<file path="src/hw/rtl/jcba_pkg.sv">
// ----------------------------------------------------------------------------
// jcba_pkg
// Shared types and codes for the journaled contiguous block allocator.
// ----------------------------------------------------------------------------
package jcba_pkg;

  // Fixed field widths of the transaction payloads
  localparam int LEN_W   = 13;
  localparam int DESC_W  = 4;
  localparam int START_W = 6;

  typedef enum logic [1:0] {
    ACT_CREATE = 2'd0,
    ACT_WRITE  = 2'd1,
    ACT_REPAIR = 2'd2,
    ACT_NOP    = 2'd3
  } action_e;

  typedef enum logic [2:0] {
    ST_OK        = 3'd0,
    ST_BAD_DESC  = 3'd1,
    ST_UNUSED    = 3'd2,
    ST_NO_SPACE  = 3'd3,
    ST_NO_DESC   = 3'd4
  } status_e;

  // Simulated crash points of a write
  localparam logic [2:0] CRASH_AFTER_JRNL     = 3'd1;
  localparam logic [2:0] CRASH_AFTER_JRNL_ALT = 3'd2;
  localparam logic [2:0] CRASH_AFTER_FREE     = 3'd3;
  localparam logic [2:0] CRASH_AFTER_MOVE     = 3'd4;

  typedef struct packed {
    action_e             action;
    logic [DESC_W-1:0]   descriptor;
    logic [LEN_W-1:0]    byte_length;
    logic [2:0]          crash_stage;
  } in_item_t;

  typedef struct packed {
    status_e             status;
    logic [DESC_W-1:0]   created_descriptor;
    logic [START_W-1:0]  start_block;
    logic                journal_pending;
  } out_item_t;

  typedef enum logic [3:0] {
    S_IDLE,
    S_DISPATCH,
    S_W_ON,
    S_SEARCH,
    S_UPDATE,
    S_C_SCAN,
    S_R_RD,
    S_R_ON,
    S_FINISH
  } state_e;

  // Controller -> datapath
  typedef struct packed {
    logic    latch_in;
    logic    rd_jrnl;
    logic    load_jrnl;
    logic    load_desc;
    logic    mul_need;
    logic    mul_on;
    logic    ns_from_old;
    logic    clr_idx;
    logic    inc_idx;
    logic    search_step;
    logic    sweep_step;
    logic    sweep_free;
    logic    claim;
    logic    commit_start;
    logic    commit_len;
    logic    jrnl_rec;
    logic    jrnl_clr;
    logic    res_load;
    status_e res_status;
    logic    res_use_idx;
    logic    res_use_ns;
    logic    out_load;
  } jcba_cmd_t;

  // Datapath -> controller
  typedef struct packed {
    action_e act;
    logic    crash_hold;
    logic    crash_free;
    logic    crash_move;
    logic    d_bad;
    logic    d_unused;
    logic    jrnl_ok;
    logic    grows;
    logic    blk_last;
    logic    desc_last;
    logic    run_hit;
    logic    desc_free;
    logic    out_free;
  } jcba_sts_t;

endpackage

</file>
<file path="src/hw/rtl/journaled_contiguous_block_allocator.sv">
// ----------------------------------------------------------------------------
// journaled_contiguous_block_allocator
// First-fit contiguous block allocator with a file table and a one-entry
// write journal. One transaction in, one result transaction out. A write
// runs a first-fit scan of the free map, one block per cycle (only when the
// file grows), then a mark/free sweep over all NUM_BLOCKS_P blocks, one per
// cycle. A repair runs the same sweep, a create a scan of the descriptor
// table. Items are handled one at a time; the result register lets the next
// transaction start while a result waits to be taken. No clearing pass is
// needed after reset.
// ----------------------------------------------------------------------------
module journaled_contiguous_block_allocator import jcba_pkg::*; #(
  parameter int NUM_BLOCKS_P    = 64,
  parameter int BLOCK_BYTES     = 64,
  parameter int NUM_DESCRIPTORS = 16
) (
  input  logic      clk_i,
  input  logic      rst_ni,
  input  logic      in_valid_i,
  output logic      in_stall_o,
  input  in_item_t  in_item_i,
  output logic      out_valid_o,
  input  logic      out_stall_i,
  output out_item_t out_item_o
);

  // Command and status between the sequencer and the datapath
  jcba_cmd_t cmd;
  jcba_sts_t sts;

  // Sequencer: one state per phase of a transaction
  jcba_ctrl u_ctrl (
    .clk_i      (clk_i),
    .rst_ni     (rst_ni),
    .in_valid_i (in_valid_i),
    .in_stall_o (in_stall_o),
    .sts_i      (sts),
    .cmd_o      (cmd)
  );

  // Datapath: free map, descriptor table, journal and result register.
  // Block counts come from a single shared reciprocal multiplier.
  jcba_dpath #(
    .NUM_BLOCKS_P    (NUM_BLOCKS_P),
    .BLOCK_BYTES     (BLOCK_BYTES),
    .NUM_DESCRIPTORS (NUM_DESCRIPTORS)
  ) u_dpath (
    .clk_i       (clk_i),
    .rst_ni      (rst_ni),
    .in_item_i   (in_item_i),
    .cmd_i       (cmd),
    .sts_o       (sts),
    .out_valid_o (out_valid_o),
    .out_stall_i (out_stall_i),
    .out_item_o  (out_item_o)
  );

  // An accepted transaction always keeps the block busy for the next cycle
  a_busy_after_accept: assert property (@(posedge clk_i) disable iff (!rst_ni)
    (in_valid_i && !in_stall_o) |=> in_stall_o)
    else $error("input accepted again right after a transaction");

  // Failed transactions never report a start block
  a_err_no_start: assert property (@(posedge clk_i) disable iff (!rst_ni)
    (out_valid_o && (out_item_o.status != ST_OK)) |-> (out_item_o.start_block == '0))
    else $error("error result carries a start block");

  // A claimed descriptor is only reported with a successful status
  a_created_ok: assert property (@(posedge clk_i) disable iff (!rst_ni)
    (out_valid_o && (out_item_o.created_descriptor != '0))
      |-> (out_item_o.status == ST_OK))
    else $error("created descriptor with a failing status");

endmodule

</file>
<file path="src/hw/rtl/jcba_dpath.sv">
// ----------------------------------------------------------------------------
// jcba_dpath
// Free map, descriptor table, journal, block-count unit and result register.
// ----------------------------------------------------------------------------
module jcba_dpath import jcba_pkg::*; #(
  parameter int NUM_BLOCKS_P    = 64,
  parameter int BLOCK_BYTES     = 64,
  parameter int NUM_DESCRIPTORS = 16
) (
  input  logic      clk_i,
  input  logic      rst_ni,
  input  in_item_t  in_item_i,
  input  jcba_cmd_t cmd_i,
  output jcba_sts_t sts_o,
  output logic      out_valid_o,
  input  logic      out_stall_i,
  output out_item_t out_item_o
);

  localparam int BW      = $clog2(NUM_BLOCKS_P);
  localparam int NBW     = $clog2(NUM_BLOCKS_P + 1);
  localparam int DW      = (NUM_DESCRIPTORS > 1) ? $clog2(NUM_DESCRIPTORS) : 1;
  localparam int MAX_CNT = (NUM_BLOCKS_P > NUM_DESCRIPTORS) ? NUM_BLOCKS_P : NUM_DESCRIPTORS;
  localparam int CW      = $clog2(MAX_CNT);
  // ceil(len / BLOCK_BYTES) by reciprocal multiply, exact for 14-bit operands
  localparam int MX_W      = LEN_W + 1;
  localparam int BLK_SHIFT = MX_W + $clog2(BLOCK_BYTES);
  localparam int BLK_RECIP = ((1 << BLK_SHIFT) + BLOCK_BYTES - 1) / BLOCK_BYTES;
  localparam int RCP_W     = MX_W + 1;
  localparam int PROD_W    = MX_W + RCP_W;
  localparam int MEM_W     = BW + LEN_W;

  // latched transaction
  action_e            act_q;
  logic [DESC_W-1:0]  d_q;
  logic [LEN_W-1:0]   len_q;
  logic [2:0]         crash_q;

  // working registers
  logic [BW-1:0]      os_q, ns_q;
  logic [LEN_W-1:0]   olen_q, need_q, on_q;
  logic               ohas_q;
  logic [CW-1:0]      idx_q;
  logic [NBW-1:0]     run_q;

  // state
  logic [NUM_BLOCKS_P-1:0]    used_q;
  logic [NUM_DESCRIPTORS-1:0] in_use_q, has_q;
  logic [MEM_W-1:0]           desc_mem [NUM_DESCRIPTORS];
  logic [MEM_W-1:0]           rd_q;
  logic                       jvalid_q;
  logic [DESC_W-1:0]          jdesc_q;
  logic [BW-1:0]              jstart_q;
  logic [LEN_W-1:0]           jlen_q;

  // result
  status_e             res_status_q;
  logic [DESC_W-1:0]   res_created_q;
  logic [START_W-1:0]  res_start_q;
  logic                out_valid_q;
  out_item_t           out_item_q;

  logic [DW-1:0]      d_idx, didx, raddr, waddr;
  logic [BW-1:0]      blk;
  logic               in_old, in_new, blk_free;
  logic [NBW-1:0]     run_n;
  logic [BW-1:0]      ns_hit;
  logic [LEN_W-1:0]   mul_op, mul_res;
  logic [MX_W-1:0]    mul_x;
  logic [PROD_W-1:0]  prod;
  logic               mem_we;
  logic [MEM_W-1:0]   mem_wd;

  assign d_idx = DW'(d_q);
  assign didx  = idx_q[DW-1:0];
  assign blk   = idx_q[BW-1:0];

  assign in_old   = (blk >= os_q) && (LEN_W'(blk - os_q) < on_q);
  assign in_new   = (blk >= ns_q) && (LEN_W'(blk - ns_q) < need_q);
  assign blk_free = !used_q[blk] || in_old;
  assign run_n    = blk_free ? (run_q + NBW'(1)) : '0;
  // on a hit the run length equals the block count
  assign ns_hit   = BW'(NBW'(blk) + NBW'(1) - run_n);

  assign mul_op  = cmd_i.mul_on ? olen_q : len_q;
  assign mul_x   = MX_W'(mul_op) + MX_W'(BLOCK_BYTES - 1);
  assign prod    = PROD_W'(mul_x) * PROD_W'(BLK_RECIP);
  assign mul_res = LEN_W'(prod >> BLK_SHIFT);

  assign raddr  = cmd_i.rd_jrnl ? DW'(jdesc_q) : DW'(in_item_i.descriptor);
  assign waddr  = cmd_i.claim ? didx : d_idx;
  assign mem_we = cmd_i.claim || cmd_i.commit_start;
  assign mem_wd = cmd_i.claim ? '0 : {ns_q, (cmd_i.commit_len ? len_q : olen_q)};

  always_comb begin
    sts_o            = '0;
    sts_o.act        = act_q;
    sts_o.crash_hold = (crash_q == CRASH_AFTER_JRNL) || (crash_q == CRASH_AFTER_JRNL_ALT);
    sts_o.crash_free = (crash_q == CRASH_AFTER_FREE);
    sts_o.crash_move = (crash_q == CRASH_AFTER_MOVE);
    sts_o.d_bad      = 32'(d_q) >= 32'(NUM_DESCRIPTORS);
    sts_o.d_unused   = !in_use_q[d_idx];
    sts_o.jrnl_ok    = jvalid_q && (32'(jdesc_q) < 32'(NUM_DESCRIPTORS));
    sts_o.grows      = len_q > olen_q;
    sts_o.blk_last   = idx_q == CW'(NUM_BLOCKS_P - 1);
    sts_o.desc_last  = idx_q == CW'(NUM_DESCRIPTORS - 1);
    sts_o.run_hit    = LEN_W'(run_n) == need_q;
    sts_o.desc_free  = !in_use_q[didx];
    sts_o.out_free   = !out_valid_q || !out_stall_i;
  end

  // descriptor start/length store; entries are written by create before any read of them is used
  always_ff @(posedge clk_i) begin
    if (mem_we) begin
      desc_mem[waddr] <= mem_wd;
    end
    rd_q <= desc_mem[raddr];
  end

  // control state
  always_ff @(posedge clk_i or negedge rst_ni) begin
    if (!rst_ni) begin
      used_q      <= '0;
      in_use_q    <= '0;
      has_q       <= '0;
      jvalid_q    <= 1'b0;
      out_valid_q <= 1'b0;
    end else begin
      if (cmd_i.sweep_step) begin
        if (in_new) begin
          used_q[blk] <= 1'b1;
        end else if (in_old && cmd_i.sweep_free) begin
          used_q[blk] <= 1'b0;
        end
      end
      if (cmd_i.claim) begin
        in_use_q[didx] <= 1'b1;
        has_q[didx]    <= 1'b0;
      end else if (cmd_i.commit_start && (need_q != '0)) begin
        has_q[d_idx] <= 1'b1;
      end
      if (cmd_i.jrnl_clr) begin
        jvalid_q <= 1'b0;
      end else if (cmd_i.jrnl_rec) begin
        jvalid_q <= 1'b1;
      end
      if (cmd_i.out_load) begin
        out_valid_q <= 1'b1;
      end else if (!out_stall_i) begin
        out_valid_q <= 1'b0;
      end
    end
  end

  // payload registers
  always_ff @(posedge clk_i) begin
    if (cmd_i.latch_in) begin
      act_q   <= in_item_i.action;
      d_q     <= in_item_i.descriptor;
      len_q   <= in_item_i.byte_length;
      crash_q <= in_item_i.crash_stage;
    end else if (cmd_i.load_jrnl) begin
      d_q   <= jdesc_q;
      len_q <= jlen_q;
    end

    if (cmd_i.load_desc) begin
      {os_q, olen_q} <= rd_q;
      ohas_q         <= has_q[d_idx];
    end
    if (cmd_i.mul_need) begin
      need_q <= mul_res;
    end
    if (cmd_i.mul_on) begin
      on_q <= ohas_q ? mul_res : '0;
    end

    if (cmd_i.load_jrnl) begin
      ns_q <= jstart_q;
    end else if (cmd_i.ns_from_old) begin
      ns_q <= os_q;
    end else if (cmd_i.search_step && sts_o.run_hit) begin
      ns_q <= ns_hit;
    end

    if (cmd_i.clr_idx) begin
      idx_q <= '0;
      run_q <= '0;
    end else begin
      if (cmd_i.inc_idx) begin
        idx_q <= idx_q + CW'(1);
      end
      if (cmd_i.search_step) begin
        run_q <= run_n;
      end
    end

    if (cmd_i.jrnl_rec) begin
      jdesc_q  <= d_q;
      jstart_q <= ns_q;
      jlen_q   <= len_q;
    end

    if (cmd_i.res_load) begin
      res_status_q  <= cmd_i.res_status;
      res_created_q <= cmd_i.res_use_idx ? DESC_W'(didx) : '0;
      res_start_q   <= cmd_i.res_use_ns ? START_W'(ns_q) : '0;
    end

    if (cmd_i.out_load) begin
      out_item_q.status             <= res_status_q;
      out_item_q.created_descriptor <= res_created_q;
      out_item_q.start_block        <= res_start_q;
      out_item_q.journal_pending    <= jvalid_q;
    end
  end

  assign out_valid_o = out_valid_q;
  assign out_item_o  = out_item_q;

endmodule

</file>
<file path="src/hw/rtl/jcba_ctrl.sv">
// ----------------------------------------------------------------------------
// jcba_ctrl
// Sequencer for create, write and repair transactions.
// ----------------------------------------------------------------------------
module jcba_ctrl import jcba_pkg::*; (
  input  logic      clk_i,
  input  logic      rst_ni,
  input  logic      in_valid_i,
  output logic      in_stall_o,
  input  jcba_sts_t sts_i,
  output jcba_cmd_t cmd_o
);

  state_e state_q, state_d;
  logic   is_rep, start_en, len_en;

  always_ff @(posedge clk_i or negedge rst_ni) begin
    if (!rst_ni) begin
      state_q <= S_IDLE;
    end else begin
      state_q <= state_d;
    end
  end

  assign is_rep   = sts_i.act == ACT_REPAIR;
  // crash points cut the write short
  assign start_en = is_rep || (!sts_i.crash_hold && !sts_i.crash_free);
  assign len_en   = is_rep || (start_en && !sts_i.crash_move);

  assign in_stall_o = state_q != S_IDLE;

  always_comb begin
    state_d = state_q;
    cmd_o   = '0;
    case (state_q)
      S_IDLE: begin
        if (in_valid_i) begin
          cmd_o.latch_in = 1'b1;
          state_d        = S_DISPATCH;
        end
      end
      S_DISPATCH: begin
        case (sts_i.act)
          ACT_CREATE: begin
            cmd_o.clr_idx = 1'b1;
            state_d       = S_C_SCAN;
          end
          ACT_WRITE: begin
            if (sts_i.d_bad) begin
              cmd_o.res_load   = 1'b1;
              cmd_o.res_status = ST_BAD_DESC;
              state_d          = S_FINISH;
            end else if (sts_i.d_unused) begin
              cmd_o.res_load   = 1'b1;
              cmd_o.res_status = ST_UNUSED;
              state_d          = S_FINISH;
            end else begin
              cmd_o.load_desc = 1'b1;
              cmd_o.mul_need  = 1'b1;
              state_d         = S_W_ON;
            end
          end
          ACT_REPAIR: begin
            if (sts_i.jrnl_ok) begin
              cmd_o.load_jrnl = 1'b1;
              cmd_o.rd_jrnl   = 1'b1;
              state_d         = S_R_RD;
            end else begin
              cmd_o.jrnl_clr   = 1'b1;
              cmd_o.res_load   = 1'b1;
              cmd_o.res_status = ST_OK;
              state_d          = S_FINISH;
            end
          end
          default: begin
            cmd_o.res_load   = 1'b1;
            cmd_o.res_status = ST_OK;
            state_d          = S_FINISH;
          end
        endcase
      end
      S_W_ON: begin
        cmd_o.mul_on      = 1'b1;
        cmd_o.ns_from_old = 1'b1;
        cmd_o.clr_idx     = 1'b1;
        state_d           = sts_i.grows ? S_SEARCH : S_UPDATE;
      end
      S_SEARCH: begin
        cmd_o.search_step = 1'b1;
        if (sts_i.run_hit) begin
          cmd_o.clr_idx = 1'b1;
          state_d       = S_UPDATE;
        end else if (sts_i.blk_last) begin
          cmd_o.res_load   = 1'b1;
          cmd_o.res_status = ST_NO_SPACE;
          state_d          = S_FINISH;
        end else begin
          cmd_o.inc_idx = 1'b1;
        end
      end
      S_UPDATE: begin
        cmd_o.sweep_step = 1'b1;
        cmd_o.sweep_free = is_rep || !sts_i.crash_hold;
        if (sts_i.blk_last) begin
          cmd_o.commit_start = start_en;
          cmd_o.commit_len   = len_en;
          cmd_o.jrnl_rec     = !is_rep;
          cmd_o.jrnl_clr     = len_en;
          cmd_o.res_load     = 1'b1;
          cmd_o.res_status   = ST_OK;
          cmd_o.res_use_ns   = 1'b1;
          state_d            = S_FINISH;
        end else begin
          cmd_o.inc_idx = 1'b1;
        end
      end
      S_C_SCAN: begin
        if (sts_i.desc_free) begin
          cmd_o.claim       = 1'b1;
          cmd_o.res_load    = 1'b1;
          cmd_o.res_status  = ST_OK;
          cmd_o.res_use_idx = 1'b1;
          state_d           = S_FINISH;
        end else if (sts_i.desc_last) begin
          cmd_o.res_load   = 1'b1;
          cmd_o.res_status = ST_NO_DESC;
          state_d          = S_FINISH;
        end else begin
          cmd_o.inc_idx = 1'b1;
        end
      end
      S_R_RD: begin
        cmd_o.load_desc = 1'b1;
        cmd_o.mul_need  = 1'b1;
        state_d         = S_R_ON;
      end
      S_R_ON: begin
        cmd_o.mul_on  = 1'b1;
        cmd_o.clr_idx = 1'b1;
        state_d       = S_UPDATE;
      end
      S_FINISH: begin
        if (sts_i.out_free) begin
          cmd_o.out_load = 1'b1;
          state_d        = S_IDLE;
        end
      end
      default: begin
        state_d = S_IDLE;
      end
    endcase
  end

endmodule

</file>
<file path="config.mk">
export PLATFORM = sky130hd
export DESIGN_NAME = journaled_contiguous_block_allocator
export DESIGN_NICKNAME = d
export VERILOG_FILES = /design/src/hw/rtl/jcba_pkg.sv /design/src/hw/rtl/journaled_contiguous_block_allocator.sv /design/src/hw/rtl/jcba_dpath.sv /design/src/hw/rtl/jcba_ctrl.sv
export SDC_FILE = /design/constraint.sdc
export NUM_CORES = 1
export LEC_CHECK = 0
export BUFFER_PORTS_ARGS = -buffer_cell sky130_fd_sc_hd__buf_2
export CAP_MARGIN = 20
export CORE_AREA = 2 2 200 202
export CTS_CLUSTER_SIZE = 24
export DETAILED_ROUTE_END_ITERATION = 16
export DIE_AREA = 0 0 202 204
export PLACE_DENSITY = 0.84
export SKIP_LAST_GASP = 1
export SLEW_MARGIN = 5
export SYNTH_ARGS = -nofsm -noshare
export SYNTH_HDL_FRONTEND = slang
export SYNTH_SLANG_ARGS = --single-unit
</file>
<file path="constraint.sdc">
create_clock -name clk_i -period 6.9 [get_ports clk_i]
set_input_delay 1.035 -clock clk_i [delete_from_list [all_inputs] [get_ports clk_i]]
set_output_delay 1.035 -clock clk_i [all_outputs]
set_load 0.005 [all_outputs]
</file>
Word-level counts from Yosys, hierarchy flattened:

Memories as Yosys holds them, arrays and structs flattened. A register that Yosys moved wholly into a read port is not among the register bits.
Cells that the tools add are included.
W data, S select, Z words.

* muxes and demuxes: 86
* bitwise operators: 7
* $lt $le $gt $ge: 11
* reduce and logical (&&, ||, !) cells: 36
* $add $sub $neg: 7
* eq/ne operators: 21

Operators with widths (count)
* $mux W64: 2
* $mux W4: 17
* $and A64 B64 Y64: 1
* $not A64 Y64: 1
* $or A64 B64 Y64: 1
* $mux W13: 4
* $pmux W4 S9: 1
* $mux W16: 2
* $or A16 B16 Y16: 2
* $mux W1: 31
* $pmux W4 S3: 2
* $mux W19: 1
* $mux W6: 3
* $and A16 B16 Y16: 1
* $eq A4 B3 Y1 const B: 4
* $not A16 Y16: 1
* $pmux W4 S4: 1
* $add A13 B6 Y14 const B: 1
* $sub A6 B6 Y7: 2
* $gt A13 B13 Y1: 1
* $lt A13 B13 Y1: 1
* $lt A13 B8 Y1: 1
* $reduce_bool A13 Y1: 1
* $add A6 B1 Y6 const B: 2
* other kinds (44): 84

* memories kept: 1
* output and inout bits: 16
* register bits: 234
* logic and storage cells: 198
* bits in writable memories: 304
* input bits: 26

Memory list
* u_dpath.desc_mem: words 16, width 19, read ports 1, clocked after memory_dff 1, write ports 1, line jcba_dpath.sv:49 `logic [MEM_W-1:0] desc_mem [NUM_DESCRIPTORS];`

Longest topological paths before layout:

* depth in word-level cells: 12
* depth in mapped cells: 28
* depth with buffers taken out: 26

Cells and area by module:

Synthesis repeated with hierarchy kept, for this count alone.

* cells, all modules: 1632
* area, all modules: 24418.4 um^2

By module, submodules not included
* jcba_dpath: cells each 1552, sequential area each 15645.0 um^2, area an instance 23821.6 um^2, instances 1
* jcba_ctrl: cells each 80, sequential area each 100.1 um^2, area an instance 596.8 um^2, instances 1

Worst setup path after synthesis:

Ideal clock, no wire load.

* path type: register to register
* start: register u_dpath.idx_q[0] (netlist: u_dpath.blk[0])
* end: register u_dpath.ns_q[5], data pin
* required time: 6.643 ns
* period minus slack after synthesis: 5.033 ns
* setup slack: 1.867 ns
* buffers on the path: 3
* cell stages (with the launch flop): 28
* arrival time: 4.777 ns
* library setup time: 0.257 ns
* cell sequence: dfxtp_1 > buf_6 > buf_6 > inv_1 > ha_1 > inv_1 > fa_1 > a21o_1 > a21oi_1 > xnor2_1 > ha_1 > o211a_1 > o31ai_1 > a211oi_1 > or4_1 > o31ai_4 > buf_2 > nand2_1 > ha_1 > inv_1 > fa_1 > inv_1 > a21o_1 > a21oi_1 > xnor2_1 > xnor2_1 > o211ai_1 > nand2_1

* cells in the longest elaborated chain, start to end: 9
* elaborated cells between the ends (all ways): 14
* those cells by class: 3 x add/sub; 2 x order compare; 6 x mux; 3 x reduce/logical

RTL lines
* start, declared: line jcba_dpath.sv:43 `logic [CW-1:0] idx_q;`
* start signal, assigned: line jcba_dpath.sv:191 `idx_q <= idx_q + CW'(1);`
* $sub A6 B6 Y7 or $bmux W1 S6 (tied branches): line jcba_dpath.sv:78, jcba_dpath.sv:80
* $lt A13 B13 Y1 or $mux W1 (tied branches): line jcba_dpath.sv:78, jcba_dpath.sv:80
* $logic_and A1 B1 Y1 or $logic_not A1 Y1 (tied branches): line jcba_dpath.sv:78, jcba_dpath.sv:80
* $logic_or A1 B1 Y1: line jcba_dpath.sv:80 `assign blk_free = !used_q[blk] || in_old;`
* $mux W7: line jcba_dpath.sv:81 `assign run_n = blk_free ? (run_q + NBW'(1)) : '0;`
* $sub A6 B6 Y6 (*): line jcba_dpath.sv:83 `assign ns_hit = BW'(NBW'(blk) + NBW'(1) - run_n);`
* $mux W6 (*): line jcba_dpath.sv:182 `end else if (cmd_i.search_step && sts_o.run_hit) begin`
* $mux W6 (*): line jcba_dpath.sv:180 `end else if (cmd_i.ns_from_old) begin`
* $mux W6 (*): line jcba_dpath.sv:178 `if (cmd_i.load_jrnl) begin`
* end signal, assigned: line jcba_dpath.sv:179 `ns_q <= jstart_q;`
* end signal, assigned: line jcba_dpath.sv:181 `ns_q <= os_q;`
* end signal, assigned: line jcba_dpath.sv:183 `ns_q <= ns_hit;`
* end, declared: line jcba_dpath.sv:40 `logic [BW-1:0] os_q, ns_q;`

Every way passes the cells marked *; elsewhere a longest branch is shown, timed or not. The select of a mux whose other input is x is not followed.
A chain may end at the register's enable or synchronous reset.

Worst setup path in the final report:

* start: register u_dpath.idx_q[1] (netlist: u_dpath.blk[1])
* end: register u_dpath.ns_q[5], data pin

* cells in the longest elaborated chain, start to end: 9
* elaborated cells between the ends (all ways): 14
* those cells by class: 3 x add/sub; 2 x order compare; 6 x mux; 3 x reduce/logical

RTL lines
* $sub A6 B6 Y7 or $bmux W1 S6 (tied branches): line jcba_dpath.sv:78, jcba_dpath.sv:80
* $lt A13 B13 Y1 or $mux W1 (tied branches): line jcba_dpath.sv:78, jcba_dpath.sv:80
* $logic_and A1 B1 Y1 or $logic_not A1 Y1 (tied branches): line jcba_dpath.sv:78, jcba_dpath.sv:80
* $logic_or A1 B1 Y1 (*): line jcba_dpath.sv:80
* $mux W7 (*): line jcba_dpath.sv:81
* via u_dpath.run_n[1]: line jcba_dpath.sv:66 `logic [NBW-1:0] run_n;`
* $sub A6 B6 Y6 (*): line jcba_dpath.sv:83
* $mux W6 (*): line jcba_dpath.sv:182
* $mux W6 (*): line jcba_dpath.sv:180
* $mux W6 (*): line jcba_dpath.sv:178

Mark *: on every way through the listed nets, which the timed path passes. The rest lies on a longest branch. The select of a mux whose other input is x is not followed.

==> run_results.csv <==
group,metric,value,unit
outcome,status,"complete, no violations",
synthesis,yosys_most_used_dff,"edfxtp_1",
finish,fillerInstances,2438,
global_route,gr-total-overflow,0,
finish,drive_gt1_share,17.47,%
clocking,cts.sinks,552,
clocking,ctsHoldBuffers,0,
worst_setup_path,worstSetupPathType,"flop to flop",
clocking,worstSkewPairLatency,0.63,ns
global_route,grt_use_met3,6.314,%
placement,placed_area,25170,sq um
worst_setup_path,critPathArrivalTime,5.83,ns
global_route,grt_use_met1,37.38,%
finish,num-nets-final,1781,
power,leakagePower,9.788,nW
finish,multi_input_area,8044,sq um
floorplanning,chipWidth,202,um
timing,max_slew_margin,26.34,%
synthesis,yosysSeqAreaShare,64.73,%
global_route,grt_usage,29.41,%
synthesis,async_flop_share,18.48,%
synthesis,synth_top_family_by_area,"multiplexers",
synthesis,syn-instance-count,1668,
floorplanning,rows,73,
floorplanning,core,39180,sq um
synthesis,synth_top_area_cell,"edfxtp_1",
clocking,cts.htree.levels,2,
synthesis,synth_fa_ha_area_share,2.870,%
detailed_routing,drc,0,
timing,setup_tns,0,ns
timing,clock_skew,0.05241,ns
global_route,grt_pass1_wl,90970,um
clocking,post_cts_resized,0,
detailed_routing,final_antenna_net_count,0,
worst_setup_path,start_kind,"flop",
detailed_routing,drtIter0Drc,2018,
floorplanning,dieHeight,204,um
synthesis,netlist.area_leader.share,51.60,%
detailed_routing,first_pass_iters,5,
min_path,hold_class,"input port to asynchronous set/reset pin",
finish,areaGrowthSynthToFinish,10.58,%
synthesis,synth_edf_count,418,
global_route,grt-busiest-layer,"met2",
clocking,cts_root_buffer,"clkbuf_16",
synthesis,synth.distinct_cells,79,
power,irDropWorstVdd,0.2890,mV
timing,worst_slew_pin_slew,1.105,ns
clocking,postCtsSetupRepairBufs,0,
detailed_routing,routed_wl,60200,um
power,p_per_area,300.5,nW/um^2
timing,post-route-min-period,5.495,ns
detailed_routing,avgViaCountPerCell,6.715,
synthesis,synth_xor_area_share,1.137,%
timing,hold_viol,0,
detailed_routing,vias,15270,
timing,rsz0062_at_grt,"false",
floorplanning,ios,42,
placement,io_buffers,41,
worst_setup_path,endpoint_kind,"flop",
global_route,met2_usage,49.47,%
synthesis,synth_area,24320,sq um
clocking,clockBufferDepth,3,
synthesis,synth_area_leaders,"edfxtp_1, dfrtp_1, mux4_2, o31ai_1, dfxtp_1",
timing,setup_viol,0,
synthesis,yosysWarnings,0,
floorplanning,design.die.area,41210,sq um
finish,fin_area,26900,sq um
synthesis,synth.area.mux_share,10.96,%
timing,slew_viol_final,0,
floorplanning,initial_core_util,62.08,%
synthesis,synth_nets,1748,
synthesis,ys_ff_latch,552,
clocking,cts_tree,"done",
global_route,grt_start_max_net_pins,85,
clocking,clkSlewWorstSetupHoldPaths,0.06,ns
run,cap_violations,0,
timing,clock.fmax,182.0,MHz
synthesis,avgSynthCellArea,14.58,sq um
detailed_routing,detail_route.wl_per_cell,26.47,um
global_route,grt_pass1_vias,15270,
synthesis,synth-compound-area-share,10.51,%
global_route,antenna_found_initial,2,
placement,hpwl,35460,um
timing,hold_ws,0.3032,ns
finish,utilization,68.65,%
worst_setup_path,cp.required,7.24,ns
worst_setup_path,crit_path_max_fanout,16,
timing,post-route-period-util,79.64,%
clocking,numCtsBuffers,53,
finish,ff_latch_area,15750,sq um
synthesis,synthSimpleGateAreaFrac,7.037,%
placement,gp_congestion,0.9017,
## critical path, stage by stage (launching register included)
cell and delay (ns):
dfxtp_1 0.85, ha_1 0.37, nor2b_1 0.14, o31a_1 0.27, o21ai_0 0.17, nand2b_1 0.09, xor2_1 0.14, ha_1 0.27
nand2_1 0.06, a211oi_1 0.04, or4_1 0.64, o31ai_4 0.24, and2_1 0.27, ha_1 0.25, inv_1 0.06, ha_1 0.15
inv_1 0.05, fa_1 0.41, inv_1 0.08, a21o_1 0.10, a21oi_1 0.07, xnor2_1 0.14, xnor2_1 0.13, o211ai_1 0.16
nand2_1 0.07
## synth_stat cells (all sizes together), types with 5 or more instances
master and n:
o21ai 37, dfrtp 102, dfxtp 32, o31ai 128
a221oi 9, nor2 79, o21a 9, nand3 29
nand2 121, inv 56, xor2 13, xnor2 16
nand4 6, nor2b 17, a211oi 23, nor4 7
a21boi 6, and3 12, mux2 22, buf 39
nor3 20, and2 31, a32o 5, edfxtp 418
clkbuf 63, a31oi 28, mux4 89, o22ai 6
a21oi 68, mux2i 41, ha 51, a21o 21
nand2b 13
## layer usage
layer	vias up	routed length, um	part of all wire, %
met2	919	29940	50
met5	-	12	0.020
li1	6557	-	-
met4	2	2410	4.0
met1	7601	22210	37
met3	190	5628	9.3
## logic make-up (layout without fill, tap and decap cells)
family | after synthesis | after routing
AOI/OAI and AO/OA | 369 | 369
xor gates and xnor gates | 30 | 30
adders and majority gates | 54 | 54
buffers and inverters | 158 | 236
DFF | 552 | 552
muxes | 152 | 152
other | 0 | 3
and+or+nand+nor | 353 | 353
## final timing paths
kind | slack (ns) | endpoint | from | depth (start not counted)
worst min-delay path | 0.30 | asynchronous set/reset pin | rst_ni | 1
worst max register to register | 1.40 | u_dpath.ns_q[5] | u_dpath.blk[1] | 24
worst max-delay path | 1.40 | u_dpath.ns_q[5] | u_dpath.blk[1] | 24
min in group clk_i | 0.38 | u_dpath.olen_q[7] | u_dpath.rd_q[7] | 0
worst min register to register | 0.38 | u_dpath.olen_q[7] | u_dpath.rd_q[7] | 0
max in group asynchronous | 5.64 | u_dpath.in_use_q[15] | rst_ni | 3
## layout by cell type (no fill, tap or decap), drive strengths merged, types with 37 or more instances in the layout
cell and count:
o21ai 37, clkbuf 84, inv 58, nand2 121
mux4 89, dfrtp 102, edfxtp 418, buf 80
mux2i 41, o31ai 128, nor2 79, ha 51
a21oi 68
## stage by stage
stage	power [mW]	worst slack, ns	std cells
after floorplan	4.867	1.867	1668
after global placement	5.195	1.586	2169
after detailed placement	5.239	1.489	2169
after CTS	8.069	1.441	2269
after global routing	8.346	1.021	2272
final	8.083	1.405	2274
## layout make-up
cell class / instances / share of cell area [%]
diodes: 3 / 0.02791
clock buffers: 84 / 5.549
clock inverters: 16 / 0.7256
inverters: 56 / 0.7815
multi-input cells: 958 / 29.91
flip-flops and latches: 552 / 58.54
well taps: 525 / 2.442
repair buffers: 80 / 2.028
## where the power goes
part	leakage [nW]	total (mW)	internal, mW	switching (mW)
registers	5.47	3.96	3.81	0.151
logic	3.50	1.26	0.440	0.824
clock network	0.820	2.86	1.60	1.26
Power figures use the tool's default switching activity.
